==> config.mk <==
export PLATFORM = sky130hd
export DESIGN_NAME = sip_cseq_header_parser_flat
export DESIGN_NICKNAME = d
export VERILOG_FILES = /design/src/design/scp_pkg.sv /design/src/design/scp_if.sv /design/src/design/scp_parse_core.sv /design/src/design/scp_skid_fifo.sv /design/src/design/sip_cseq_header_parser.sv /design/src/flat_wrapper.sv
export SDC_FILE = /design/constraint.sdc
export NUM_CORES = 1
export LEC_CHECK = 0
export BUFFER_PORTS_ARGS = -buffer_cell sky130_fd_sc_hd__buf_4
export CORE_UTILIZATION = 35
export DETAILED_ROUTE_END_ITERATION = 7
export PLACE_DENSITY_LB_ADDON = 0.15
export SLEW_MARGIN = 40
export SYNTH_ARGS = -nofsm -noshare
export SYNTH_HDL_FRONTEND = slang
export SYNTH_SLANG_ARGS = --single-unit
==> constraint.sdc <==
create_clock -name clk_i -period 9.1 [get_ports clk_i]
set_clock_uncertainty 0.2 [all_clocks]
set_input_delay 1.82 -clock clk_i [delete_from_list [all_inputs] [get_ports clk_i]]
set_output_delay 1.82 -clock clk_i [all_outputs]
set_load 0.03 [all_outputs]
==> src/design/scp_pkg.sv <==
`timescale 1ns / 1ps

package scp_pkg;

  localparam int unsigned OffsetBits = 16;
  localparam int unsigned NumMethods = 14;
  localparam int unsigned NameBits   = 80;

  typedef enum logic [2:0] {
    PH_START  = 3'd0,
    PH_LEADWS = 3'd1,
    PH_NUMBER = 3'd2,
    PH_NUMLWS = 3'd3,
    PH_METHOD = 3'd4,
    PH_METHWS = 3'd5
  } phase_e;

  typedef enum logic [2:0] {
    ST_OK        = 3'd0,
    ST_SYNTAX    = 3'd1,
    ST_OVERFLOW  = 3'd2,
    ST_METHOD    = 3'd3,
    ST_UNHANDLED = 3'd4
  } status_e;

  localparam logic [3:0] M_INVITE    = 4'd0;
  localparam logic [3:0] M_ACK       = 4'd1;
  localparam logic [3:0] M_BYE       = 4'd2;
  localparam logic [3:0] M_CANCEL    = 4'd3;
  localparam logic [3:0] M_REGISTER  = 4'd4;
  localparam logic [3:0] M_OPTIONS   = 4'd5;
  localparam logic [3:0] M_PRACK     = 4'd6;
  localparam logic [3:0] M_SUBSCRIBE = 4'd7;
  localparam logic [3:0] M_NOTIFY    = 4'd8;
  localparam logic [3:0] M_PUBLISH   = 4'd9;
  localparam logic [3:0] M_INFO      = 4'd10;
  localparam logic [3:0] M_REFER     = 4'd11;
  localparam logic [3:0] M_MESSAGE   = 4'd12;
  localparam logic [3:0] M_UPDATE    = 4'd13;
  localparam logic [3:0] M_NONE      = 4'd15;

  localparam logic [7:0] ChZero  = "0";
  localparam logic [7:0] ChNine  = "9";
  localparam logic [7:0] ChUpA   = "A";
  localparam logic [7:0] ChUpZ   = "Z";
  localparam logic [7:0] ChSpace = 8'h20;
  localparam logic [7:0] ChTab   = 8'h09;
  localparam logic [7:0] ChCr    = 8'h0D;
  localparam logic [7:0] ChLf    = 8'h0A;
  localparam logic [7:0] ChV     = "V";
  localparam logic [7:0] ChU     = "U";
  localparam logic [7:0] ChG     = "G";

  // right-justified names, first character in the highest occupied byte
  localparam logic [NameBits-1:0] MethodName [NumMethods] = '{
    NameBits'("INVITE"), NameBits'("ACK"), NameBits'("BYE"), NameBits'("CANCEL"),
    NameBits'("REGISTER"), NameBits'("OPTIONS"), NameBits'("PRACK"),
    NameBits'("SUBSCRIBE"), NameBits'("NOTIFY"), NameBits'("PUBLISH"),
    NameBits'("INFO"), NameBits'("REFER"), NameBits'("MESSAGE"), NameBits'("UPDATE")
  };

  localparam logic [3:0] MethodLen [NumMethods] = '{
    4'd6, 4'd3, 4'd3, 4'd6, 4'd8, 4'd7, 4'd5, 4'd9, 4'd6, 4'd7, 4'd4, 4'd5, 4'd7, 4'd6
  };

  function automatic logic [7:0] rom_char(logic [3:0] m, logic [3:0] i);
    logic [3:0] len;
    logic [3:0] rem;
    logic [6:0] base;
    logic [7:0] ch;
    ch = 8'h00;
    if (m < 4'(NumMethods)) begin
      len = MethodLen[m];
      if (i < len) begin
        rem  = len - 4'd1 - i;
        base = {rem, 3'b000};
        ch   = MethodName[m][base +: 8];
      end
    end
    return ch;
  endfunction

  function automatic logic name_done(logic [3:0] m, logic [3:0] i);
    logic res;
    res = 1'b1;
    if (m < 4'(NumMethods)) begin
      res = (i >= MethodLen[m]);
    end
    return res;
  endfunction

  function automatic logic [3:0] first_letter(logic [7:0] c);
    logic [3:0] code;
    case (c)
      "A":     code = M_ACK;
      "B":     code = M_BYE;
      "C":     code = M_CANCEL;
      "I":     code = M_INFO;
      "M":     code = M_MESSAGE;
      "N":     code = M_NOTIFY;
      "O":     code = M_OPTIONS;
      "P":     code = M_PRACK;
      "R":     code = M_REFER;
      "S":     code = M_SUBSCRIBE;
      "U":     code = M_UPDATE;
      default: code = M_NONE;
    endcase
    return code;
  endfunction

endpackage

==> src/design/scp_if.sv <==
`timescale 1ns / 1ps

interface scp_in_if #(
  parameter int unsigned OFFSET_BITS = scp_pkg::OffsetBits
);
  logic                   valid;
  logic                   ready;
  logic [7:0]             data_byte;
  logic [OFFSET_BITS-1:0] first_position;
  logic                   last_byte;

  modport source(output valid, data_byte, first_position, last_byte, input ready);
  modport sink(input valid, data_byte, first_position, last_byte, output ready);
endinterface

interface scp_out_if #(
  parameter int unsigned OFFSET_BITS = scp_pkg::OffsetBits
);
  logic                   valid;
  logic                   ready;
  logic [2:0]             status;
  logic [31:0]            sequence_number;
  logic [OFFSET_BITS-1:0] number_start;
  logic [OFFSET_BITS-1:0] number_length;
  logic [3:0]             method_code;
  logic [OFFSET_BITS-1:0] method_start;
  logic [OFFSET_BITS-1:0] method_length;

  modport source(output valid, status, sequence_number, number_start, number_length,
                 method_code, method_start, method_length, input ready);
  modport sink(input valid, status, sequence_number, number_start, number_length,
               method_code, method_start, method_length, output ready);
endinterface

==> src/design/scp_parse_core.sv <==
`timescale 1ns / 1ps

module scp_parse_core #(
  parameter int unsigned OFFSET_BITS = scp_pkg::OffsetBits
) (
  input  logic                   clk_i,
  input  logic                   rst_ni,
  input  logic                   take_i,
  input  logic [7:0]             data_byte_i,
  input  logic [OFFSET_BITS-1:0] first_position_i,
  input  logic                   last_byte_i,
  output logic                   res_valid_o,
  output logic [2:0]             status_o,
  output logic [31:0]            sequence_number_o,
  output logic [OFFSET_BITS-1:0] number_start_o,
  output logic [OFFSET_BITS-1:0] number_length_o,
  output logic [3:0]             method_code_o,
  output logic [OFFSET_BITS-1:0] method_start_o,
  output logic [OFFSET_BITS-1:0] method_length_o
);

  scp_pkg::phase_e        phase_q, phase_d;
  logic [31:0]            acc_q, acc_d;
  logic [3:0]             cand_q, cand_d;
  logic [3:0]             midx_q, midx_d;
  logic [OFFSET_BITS-1:0] bpos_q, bpos_d;
  logic [OFFSET_BITS-1:0] nstart_q, nstart_d;
  logic [OFFSET_BITS-1:0] nlen_q, nlen_d;
  logic [OFFSET_BITS-1:0] mstart_q, mstart_d;
  logic [OFFSET_BITS-1:0] mlen_q, mlen_d;
  logic                   skip_q, skip_d;

  scp_pkg::status_e       err;
  logic [OFFSET_BITS-1:0] pos;
  logic [3:0]             dig;
  logic [35:0]            acc10;
  logic [7:0]             want;
  logic [3:0]             fl_code;
  logic                   is_dec, is_lws, is_sp, is_upper;
  logic                   clear;

  function automatic logic [OFFSET_BITS-1:0] sat_inc(logic [OFFSET_BITS-1:0] v);
    return (v == '1) ? v : v + 1'b1;
  endfunction

  always_comb begin
    dig      = 4'(data_byte_i - scp_pkg::ChZero);
    acc10    = 36'({acc_q, 3'b000}) + 36'({acc_q, 1'b0}) + 36'(dig);
    want     = scp_pkg::rom_char(cand_q, midx_q);
    fl_code  = scp_pkg::first_letter(data_byte_i);
    is_dec   = (data_byte_i inside {[scp_pkg::ChZero : scp_pkg::ChNine]});
    is_upper = (data_byte_i inside {[scp_pkg::ChUpA : scp_pkg::ChUpZ]});
    is_sp    = (data_byte_i inside {scp_pkg::ChSpace, scp_pkg::ChTab});
    is_lws   = (data_byte_i inside {scp_pkg::ChSpace, scp_pkg::ChTab,
                                    scp_pkg::ChCr, scp_pkg::ChLf});
    pos      = (phase_q == scp_pkg::PH_START) ? first_position_i : bpos_q;

    phase_d  = phase_q;
    acc_d    = acc_q;
    cand_d   = cand_q;
    midx_d   = midx_q;
    bpos_d   = bpos_q;
    nstart_d = nstart_q;
    nlen_d   = nlen_q;
    mstart_d = mstart_q;
    mlen_d   = mlen_q;
    skip_d   = skip_q;
    err      = scp_pkg::ST_OK;
    clear    = 1'b0;
    res_valid_o = 1'b0;
    status_o    = scp_pkg::ST_OK;

    if (take_i) begin
      bpos_d = pos + 1'b1;
      if (skip_q) begin
        clear = last_byte_i;
      end else begin
        case (phase_q)
          scp_pkg::PH_START, scp_pkg::PH_LEADWS: begin
            if (is_dec) begin
              acc_d    = 32'(dig);
              nstart_d = pos;
              nlen_d   = OFFSET_BITS'(1);
              phase_d  = scp_pkg::PH_NUMBER;
            end else if (is_lws) begin
              phase_d = scp_pkg::PH_LEADWS;
            end else begin
              err = scp_pkg::ST_SYNTAX;
            end
          end
          scp_pkg::PH_NUMBER: begin
            if (is_dec) begin
              if (acc10[35:32] != 4'd0) begin
                err = scp_pkg::ST_OVERFLOW;
              end else begin
                acc_d  = acc10[31:0];
                nlen_d = sat_inc(nlen_q);
              end
            end else if (is_lws) begin
              phase_d = scp_pkg::PH_NUMLWS;
            end else begin
              err = scp_pkg::ST_SYNTAX;
            end
          end
          scp_pkg::PH_NUMLWS: begin
            if (is_lws) begin
              phase_d = scp_pkg::PH_NUMLWS;
            end else if (is_upper) begin
              phase_d  = scp_pkg::PH_METHOD;
              mstart_d = pos;
              mlen_d   = OFFSET_BITS'(1);
              midx_d   = 4'd1;
              cand_d   = scp_pkg::M_INVITE;
              if (fl_code == scp_pkg::M_NONE) begin
                err = scp_pkg::ST_METHOD;
              end else begin
                cand_d = fl_code;
              end
            end else begin
              err = scp_pkg::ST_SYNTAX;
            end
          end
          scp_pkg::PH_METHOD: begin
            if (is_upper) begin
              mlen_d = sat_inc(mlen_q);
              if (want != data_byte_i) begin
                if (cand_q == scp_pkg::M_INFO && midx_q == 4'd2 &&
                    data_byte_i == scp_pkg::ChV) begin
                  cand_d = scp_pkg::M_INVITE;
                end else if (cand_q == scp_pkg::M_PRACK && midx_q == 4'd1 &&
                             data_byte_i == scp_pkg::ChU) begin
                  cand_d = scp_pkg::M_PUBLISH;
                end else if (cand_q == scp_pkg::M_REFER && midx_q == 4'd2 &&
                             data_byte_i == scp_pkg::ChG) begin
                  cand_d = scp_pkg::M_REGISTER;
                end else begin
                  err = scp_pkg::ST_METHOD;
                end
              end
              if (err == scp_pkg::ST_OK) begin
                midx_d = midx_q + 4'd1;
              end
            end else if (is_sp) begin
              phase_d = scp_pkg::PH_METHWS;
            end else begin
              err = scp_pkg::ST_SYNTAX;
            end
          end
          scp_pkg::PH_METHWS: begin
            if (!is_sp) begin
              err = scp_pkg::ST_SYNTAX;
            end
          end
          default: begin
            err = scp_pkg::ST_SYNTAX;
          end
        endcase

        if (err != scp_pkg::ST_OK) begin
          res_valid_o = 1'b1;
          status_o    = err;
          if (last_byte_i) begin
            clear = 1'b1;
          end else begin
            skip_d = 1'b1;
          end
        end else if (last_byte_i) begin
          res_valid_o = 1'b1;
          clear       = 1'b1;
          if (phase_d == scp_pkg::PH_METHOD || phase_d == scp_pkg::PH_METHWS) begin
            status_o = scp_pkg::name_done(cand_d, midx_d) ? scp_pkg::ST_OK
                                                          : scp_pkg::ST_METHOD;
          end else begin
            status_o = scp_pkg::ST_UNHANDLED;
          end
        end
      end
    end

    sequence_number_o = acc_d;
    number_start_o    = nstart_d;
    number_length_o   = nlen_d;
    method_code_o     = cand_d;
    method_start_o    = mstart_d;
    method_length_o   = mlen_d;

    if (clear) begin
      phase_d  = scp_pkg::PH_START;
      acc_d    = '0;
      cand_d   = '0;
      midx_d   = '0;
      bpos_d   = '0;
      nstart_d = '0;
      nlen_d   = '0;
      mstart_d = '0;
      mlen_d   = '0;
      skip_d   = 1'b0;
    end
  end

  always_ff @(posedge clk_i or negedge rst_ni) begin
    if (!rst_ni) begin
      phase_q  <= scp_pkg::PH_START;
      acc_q    <= '0;
      cand_q   <= '0;
      midx_q   <= '0;
      bpos_q   <= '0;
      nstart_q <= '0;
      nlen_q   <= '0;
      mstart_q <= '0;
      mlen_q   <= '0;
      skip_q   <= 1'b0;
    end else begin
      phase_q  <= phase_d;
      acc_q    <= acc_d;
      cand_q   <= cand_d;
      midx_q   <= midx_d;
      bpos_q   <= bpos_d;
      nstart_q <= nstart_d;
      nlen_q   <= nlen_d;
      mstart_q <= mstart_d;
      mlen_q   <= mlen_d;
      skip_q   <= skip_d;
    end
  end

  a_skip_silent: assert property (@(posedge clk_i) disable iff (!rst_ni)
    skip_q |-> !res_valid_o)
    else $error("result emitted while dropping the rest of a header");

  a_last_restarts: assert property (@(posedge clk_i) disable iff (!rst_ni)
    take_i && last_byte_i |=> phase_q == scp_pkg::PH_START && !skip_q && bpos_q == '0)
    else $error("parser not restarted after last byte");

  a_one_result: assert property (@(posedge clk_i) disable iff (!rst_ni)
    take_i && last_byte_i && !skip_q |-> res_valid_o)
    else $error("header ended without a result");

  a_index_bound: assert property (@(posedge clk_i) disable iff (!rst_ni)
    midx_q <= 4'd9)
    else $error("method match index past longest name");

endmodule

==> src/design/scp_skid_fifo.sv <==
`timescale 1ns / 1ps

module scp_skid_fifo #(
  parameter int unsigned WIDTH = 8
) (
  input  logic             clk_i,
  input  logic             rst_ni,
  input  logic             push_i,
  input  logic [WIDTH-1:0] push_data_i,
  output logic             space_o,
  output logic             valid_o,
  input  logic             ready_i,
  output logic [WIDTH-1:0] data_o
);

  logic [WIDTH-1:0] mem_q [2];
  logic             wr_ptr_q, wr_ptr_d;
  logic             rd_ptr_q, rd_ptr_d;
  logic [1:0]       cnt_q, cnt_d;
  logic             pop;

  assign space_o = (cnt_q != 2'd2);
  assign valid_o = (cnt_q != 2'd0);
  assign data_o  = mem_q[rd_ptr_q];
  assign pop     = valid_o && ready_i;

  always_comb begin
    wr_ptr_d = push_i ? ~wr_ptr_q : wr_ptr_q;
    rd_ptr_d = pop ? ~rd_ptr_q : rd_ptr_q;
    cnt_d    = cnt_q + {1'b0, push_i} - {1'b0, pop};
  end

  always_ff @(posedge clk_i) begin
    if (push_i) begin
      mem_q[wr_ptr_q] <= push_data_i;
    end
  end

  always_ff @(posedge clk_i or negedge rst_ni) begin
    if (!rst_ni) begin
      wr_ptr_q <= 1'b0;
      rd_ptr_q <= 1'b0;
      cnt_q    <= 2'd0;
    end else begin
      wr_ptr_q <= wr_ptr_d;
      rd_ptr_q <= rd_ptr_d;
      cnt_q    <= cnt_d;
    end
  end

endmodule

==> src/design/sip_cseq_header_parser.sv <==
`timescale 1ns / 1ps
// A result enters the registered output queue as the byte that decides it is taken.
// Throughput: one byte per cycle while the queue has room; the parse state updates
// in a single registered pass. The two-entry output queue keeps cseq_i ready while one
// finished result waits. Reset (rst_ni low, asynchronous) returns the parser to the
// start of a header and empties the output queue; no clearing pass is needed.

module sip_cseq_header_parser #(
  parameter int unsigned OFFSET_BITS = scp_pkg::OffsetBits
) (
  input  logic     clk_i,
  input  logic     rst_ni,
  scp_in_if.sink   cseq_i,
  scp_out_if.source result_o
);

  localparam int unsigned ResW = 3 + 32 + 4 + 4 * OFFSET_BITS;

  logic                   take;
  logic                   res_valid;
  logic [2:0]             status;
  logic [31:0]            seq_num;
  logic [OFFSET_BITS-1:0] num_start, num_len, meth_start, meth_len;
  logic [3:0]             meth_code;
  logic                   space;
  logic [ResW-1:0]        push_data, pop_data;

  assign cseq_i.ready = space;
  assign take         = cseq_i.valid && space;

  scp_parse_core #(
    .OFFSET_BITS(OFFSET_BITS)
  ) u_core (
    .clk_i            (clk_i),
    .rst_ni           (rst_ni),
    .take_i           (take),
    .data_byte_i      (cseq_i.data_byte),
    .first_position_i (cseq_i.first_position),
    .last_byte_i      (cseq_i.last_byte),
    .res_valid_o      (res_valid),
    .status_o         (status),
    .sequence_number_o(seq_num),
    .number_start_o   (num_start),
    .number_length_o  (num_len),
    .method_code_o    (meth_code),
    .method_start_o   (meth_start),
    .method_length_o  (meth_len)
  );

  assign push_data = {status, seq_num, num_start, num_len, meth_code, meth_start, meth_len};

  scp_skid_fifo #(
    .WIDTH(ResW)
  ) u_out_q (
    .clk_i      (clk_i),
    .rst_ni     (rst_ni),
    .push_i     (res_valid),
    .push_data_i(push_data),
    .space_o    (space),
    .valid_o    (result_o.valid),
    .ready_i    (result_o.ready),
    .data_o     (pop_data)
  );

  assign {result_o.status, result_o.sequence_number, result_o.number_start,
          result_o.number_length, result_o.method_code, result_o.method_start,
          result_o.method_length} = pop_data;

endmodule

==> src/flat_wrapper.sv <==
// flat-port wrapper written by rule: the top's interface ports become plain ports
module sip_cseq_header_parser_flat 
#(
  parameter int unsigned OFFSET_BITS = scp_pkg::OffsetBits
)
  (clk_i, rst_ni, cseq_i_valid, cseq_i_data_byte, cseq_i_first_position, cseq_i_last_byte, cseq_i_ready, result_o_valid, result_o_status, result_o_sequence_number, result_o_number_start, result_o_number_length, result_o_method_code, result_o_method_start, result_o_method_length, result_o_ready);
  scp_in_if #(.OFFSET_BITS(OFFSET_BITS)) cseq_i_i ();
  scp_out_if #(.OFFSET_BITS(OFFSET_BITS)) result_o_i ();
  input  logic clk_i;
  input  logic rst_ni;
  input wire logic [$bits(cseq_i_i.valid)-1:0] cseq_i_valid;
  input wire logic [$bits(cseq_i_i.data_byte)-1:0] cseq_i_data_byte;
  input wire logic [$bits(cseq_i_i.first_position)-1:0] cseq_i_first_position;
  input wire logic [$bits(cseq_i_i.last_byte)-1:0] cseq_i_last_byte;
  output wire logic [$bits(cseq_i_i.ready)-1:0] cseq_i_ready;
  output wire logic [$bits(result_o_i.valid)-1:0] result_o_valid;
  output wire logic [$bits(result_o_i.status)-1:0] result_o_status;
  output wire logic [$bits(result_o_i.sequence_number)-1:0] result_o_sequence_number;
  output wire logic [$bits(result_o_i.number_start)-1:0] result_o_number_start;
  output wire logic [$bits(result_o_i.number_length)-1:0] result_o_number_length;
  output wire logic [$bits(result_o_i.method_code)-1:0] result_o_method_code;
  output wire logic [$bits(result_o_i.method_start)-1:0] result_o_method_start;
  output wire logic [$bits(result_o_i.method_length)-1:0] result_o_method_length;
  input wire logic [$bits(result_o_i.ready)-1:0] result_o_ready;
  assign cseq_i_i.valid = cseq_i_valid;
  assign cseq_i_i.data_byte = cseq_i_data_byte;
  assign cseq_i_i.first_position = cseq_i_first_position;
  assign cseq_i_i.last_byte = cseq_i_last_byte;
  assign cseq_i_ready = cseq_i_i.ready;
  assign result_o_valid = result_o_i.valid;
  assign result_o_status = result_o_i.status;
  assign result_o_sequence_number = result_o_i.sequence_number;
  assign result_o_number_start = result_o_i.number_start;
  assign result_o_number_length = result_o_i.number_length;
  assign result_o_method_code = result_o_i.method_code;
  assign result_o_method_start = result_o_i.method_start;
  assign result_o_method_length = result_o_i.method_length;
  assign result_o_i.ready = result_o_ready;
  sip_cseq_header_parser #(.OFFSET_BITS(OFFSET_BITS)) u_core (.clk_i(clk_i), .rst_ni(rst_ni), .cseq_i(cseq_i_i), .result_o(result_o_i));
endmodule
==> results.sh <==
export IMPL_ys_seq_area_share_pct=49.7
export IMPL_grt_pass1_vias=13954
export IMPL_synth_xor_area_share_pct=2.22
export IMPL_cp_endpoint="u_core.u_out_q.mem_q[0][101]"
export IMPL_setup_viol=0
export IMPL_maxCapViolCount=0
export IMPL_synth_compound_area_share_pct=13.8
export IMPL_clock_sinks=334
export IMPL_postCtsSetupBuffers=0
export IMPL_avgSynthCellArea_sq_um=10.6
export IMPL_grt_max_degree=85
export IMPL_cp_start_kind="flip-flop"
export IMPL_area_growth_pct=16.1
export IMPL_ff_latch_area_sq_um=9390
export IMPL_place_gp_congestion=0.858
export IMPL_syn_area_sq_um=18900
export IMPL_p_seq_share_pct=39.0
export IMPL_clk_pin_slew_ns=0.06
export IMPL_core_sq_um=53000
export IMPL_die_y_um=234
export IMPL_synthAdderAreaFrac_pct=6.54
export IMPL_synth_warnings=0
export IMPL_timing_rr_end="u_core.u_out_q.mem_q[0][101]"
export IMPL_grt_usage_pct=18.5
export IMPL_synth_edff_count=206
export IMPL_required_ns=9.26
export IMPL_viasPerCell=5.35
export IMPL_fin_crit_ns=7.48
export IMPL_die_area_sq_um=55000
export IMPL_dr_pass1_iters=5
export IMPL_overflow=0
export IMPL_mostFrequentLayoutCells="edfxtp_1, buf_4, nand2_1"
export IMPL_p_int_w=0.00323
export IMPL_drt_wirelength_per_cell_um=19.5
export IMPL_setup_worst_path_start="u_core.u_core.cand_q[0]"
export IMPL_initial_core_util_pct=35.7
export IMPL_fmax_ghz=0.134
export IMPL_crit_arrival_ns=7.65
export IMPL_path_class="reg -> reg"
export IMPL_hpwl_um=34900
export IMPL_drtIter0Drc=1002
export IMPL_crit_path_end_kind="flip-flop"
export IMPL_synthSimpleGateAreaFrac_pct=16.9
export IMPL_tightest_slew_ns=0.846
export IMPL_chipWidth_um=234
export IMPL_hp_class="reg -> reg"
export IMPL_antenna_found_initial=1
export IMPL_regToRegStartpoint="u_core.u_core.cand_q[0]"
export IMPL_synthArstFlopShare_pct=38.3
export IMPL_fin_setup_tns_ns=0
export IMPL_cp_max_fo=26
export IMPL_postCtsHoldBufs=0
export IMPL_cts_made_buffers=38
export IMPL_rows=84
export IMPL_cts_root_buf="clkbuf_16"
export IMPL_routed_wl_um=50800
export IMPL_min_from="u_core.u_core.bpos_q[1]"
export IMPL_multi_input_area_sq_um=9030
export IMPL_io_buffers=133
export IMPL_r2r_setup_slack_ns=1.62
export IMPL_vias=13970
export IMPL_clk_path_buf_depth=3
export IMPL_ir_drop_v=0.000116
export IMPL_synthDistinctLibCells=84
export IMPL_cts_tree="built"
export IMPL_power_leakage_nw=9.25
export IMPL_p_comb_share_pct=30.1
export IMPL_syn_nets=1916
export IMPL_max_slew_margin_rel_pct=43.1
export IMPL_power_density_nw_per_um2=222
export IMPL_reg2reg_depth=27
export IMPL_n_fill_cell=5143
export IMPL_ant_nets=0
export IMPL_ctsResizeCount=0
export IMPL_final_common_cell="edfxtp_1"
export IMPL_status="finished clean"
export IMPL_clock_power_share_pct=31.0
export IMPL_post_route_period_util_pct=82.2
export IMPL_grt_pass1_wl_um=79000
export IMPL_num_io_pins=134
export IMPL_rsz0062_at_grt="no"
export IMPL_nets=2018
export IMPL_finalMaxSlewViolations=0
export IMPL_final_core_util_pct=41.4
export IMPL_synthCells=1790
export IMPL_htreeDepth=2
export IMPL_post_route_drc_count=0
export IMPL_swShare_pct=33.7
export IMPL_drive_above_1_share_pct=18.7
export IMPL_synth_top_family_by_area="simple AND/OR/NAND/NOR gates"
export IMPL_synth_mux_area_fraction_pct=8.01
export IMPL_p_sw_w=0.00164
export IMPL_worstSkewPairLatency_ns=0.56
export IMPL_ys_seq_elements=334
export IMPL_synthFlopType="edfxtp_1"
export IMPL_hold_viol=0
==> per-layer routing <==
metal	vias up	routed length, um	track usage (%)
li1	6778	-	-
met2	307	24200	30.5
met1	6802	23300	24.8
met4	0	1420	6.53
met3	83	1910	2.69
met5	-	0	0
==> registers in the layout, summed over array words and instances, names as in the netlist <==
name,count
u_core.u_core.nlen_q,16
u_core.u_core.midx_q,4
u_core.u_core.acc_q,32
u_core.u_core.phase_q,3
u_core.u_core.mstart_q,16
u_core.u_core.skip_q,1
u_core.u_out_q.mem_q,206
u_core.u_core.bpos_q,16
u_core.u_out_q.cnt_q,2
u_core.u_out_q.rd_ptr_q,1
u_core.u_core.cand_q,4
u_core.u_core.nstart_q,16
u_core.u_core.mlen_q,16
u_core.u_out_q.wr_ptr_q,1
==> worst max-delay path, cell delays in order, from the launching register on <==
cell and delay (ns):
dfrtp_1 0.72, inv_1 0.23, ha_1 0.51, nand2b_1 0.14
o21ai_0 0.09, nand2_1 0.07, nand2_1 0.13, ha_1 0.19
inv_1 0.06, fa_2 0.91, nor2b_1 0.29, nand4_1 0.19
a31oi_1 0.37, o41ai_2 0.16, xor2_1 0.16, and4_1 0.24
o211a_1 0.24, o31ai_1 0.60, ha_1 0.39, mux2i_1 0.15
mux2i_1 0.10, ha_1 0.28, nand2b_1 0.14, a21oi_1 0.14
nor2b_1 0.06, o21ai_0 0.14, nand3_1 0.11, o32ai_1 0.28
==> cell usage after synthesis, types with 12 or more instances <==
library cell,instances,area [sq um]
nor3_1,29,145
nand2_1,144,541
edfxtp_1,206,6190
nor2b_1,19,119
clkbuf_1,71,267
buf_2,14,70.1
or3_1,13,81.3
a31oi_1,29,181
ha_1,94,1180
and2_1,104,651
a21o_1,42,315
nand4_1,13,81.3
dfrtp_1,128,3200
o21ai_0,119,596
xnor2_1,25,219
nand2b_1,25,156
and3_1,22,138
inv_1,41,154
nor2_1,116,435
a21oi_1,117,586
mux2i_1,31,310
nand3_1,78,390
xor2_1,23,201
o31ai_1,12,90.1
mux2_2,107,1200
==> worst min-delay path by stage <==
stage / endpoint / depth (start not counted)
after floorplan: u_core.u_core.bpos_q[1] / 2
after global placement: u_core.u_core.bpos_q[1] / 2
after detailed placement: u_core.u_core.bpos_q[1] / 2
after CTS: u_core.u_core.bpos_q[1] / 2
after global routing: u_core.u_core.bpos_q[2] / 1
final: u_core.u_core.bpos_q[1] / 2
==> layout make-up <==
cell class	instances	area share (%)
timing repair buffer	158	5.87
clock buffer	52	4.71
sequential	334	42.8
inverter	41	0.701
multi-input combinational	1319	41.1
tap	688	3.92
clock inverter	18	0.861
antenna	1	0.0114
==> cells by family (layout without fill, tap and decap cells) <==
family          Yosys count  count (layout)
flops                   334             334
simple gates            620             620
compound gates          416             416
mux                     138             138
xor+xnor                 48              48
buf+inv                 137             269
fa+ha+maj                97              97
other cells               0               1
==> through the flow <==
step | setup slack [ns] | cells | instance area, sq um | hold slack (ns) | power (W)
after floorplan | -0.394 | 1790 | 18900 | 0.249 | 0.00287
after global placement | 1.52 | 2537 | 20600 | 0.267 | 0.00339
after detailed placement | 1.72 | 2540 | 20700 | 0.273 | 0.00342
after CTS | 1.67 | 2610 | 21900 | 0.287 | 0.00495
after global routing | 0.944 | 2611 | 21900 | 0.323 | 0.00511
final | 1.62 | 2611 | 21900 | 0.282 | 0.00487
==> power by group through the flow <==
stage	clock (W)	combinational, W	sequential (W)
finish	0.00151	0.00146	0.00190
global route	0.00162	0.00157	0.00192
CTS	0.00155	0.00150	0.00190
detailed placement	0	0.00149	0.00193
global placement	0	0.00147	0.00192
floorplan	0	0.000987	0.00189
(Power assumes the default switching activity.)
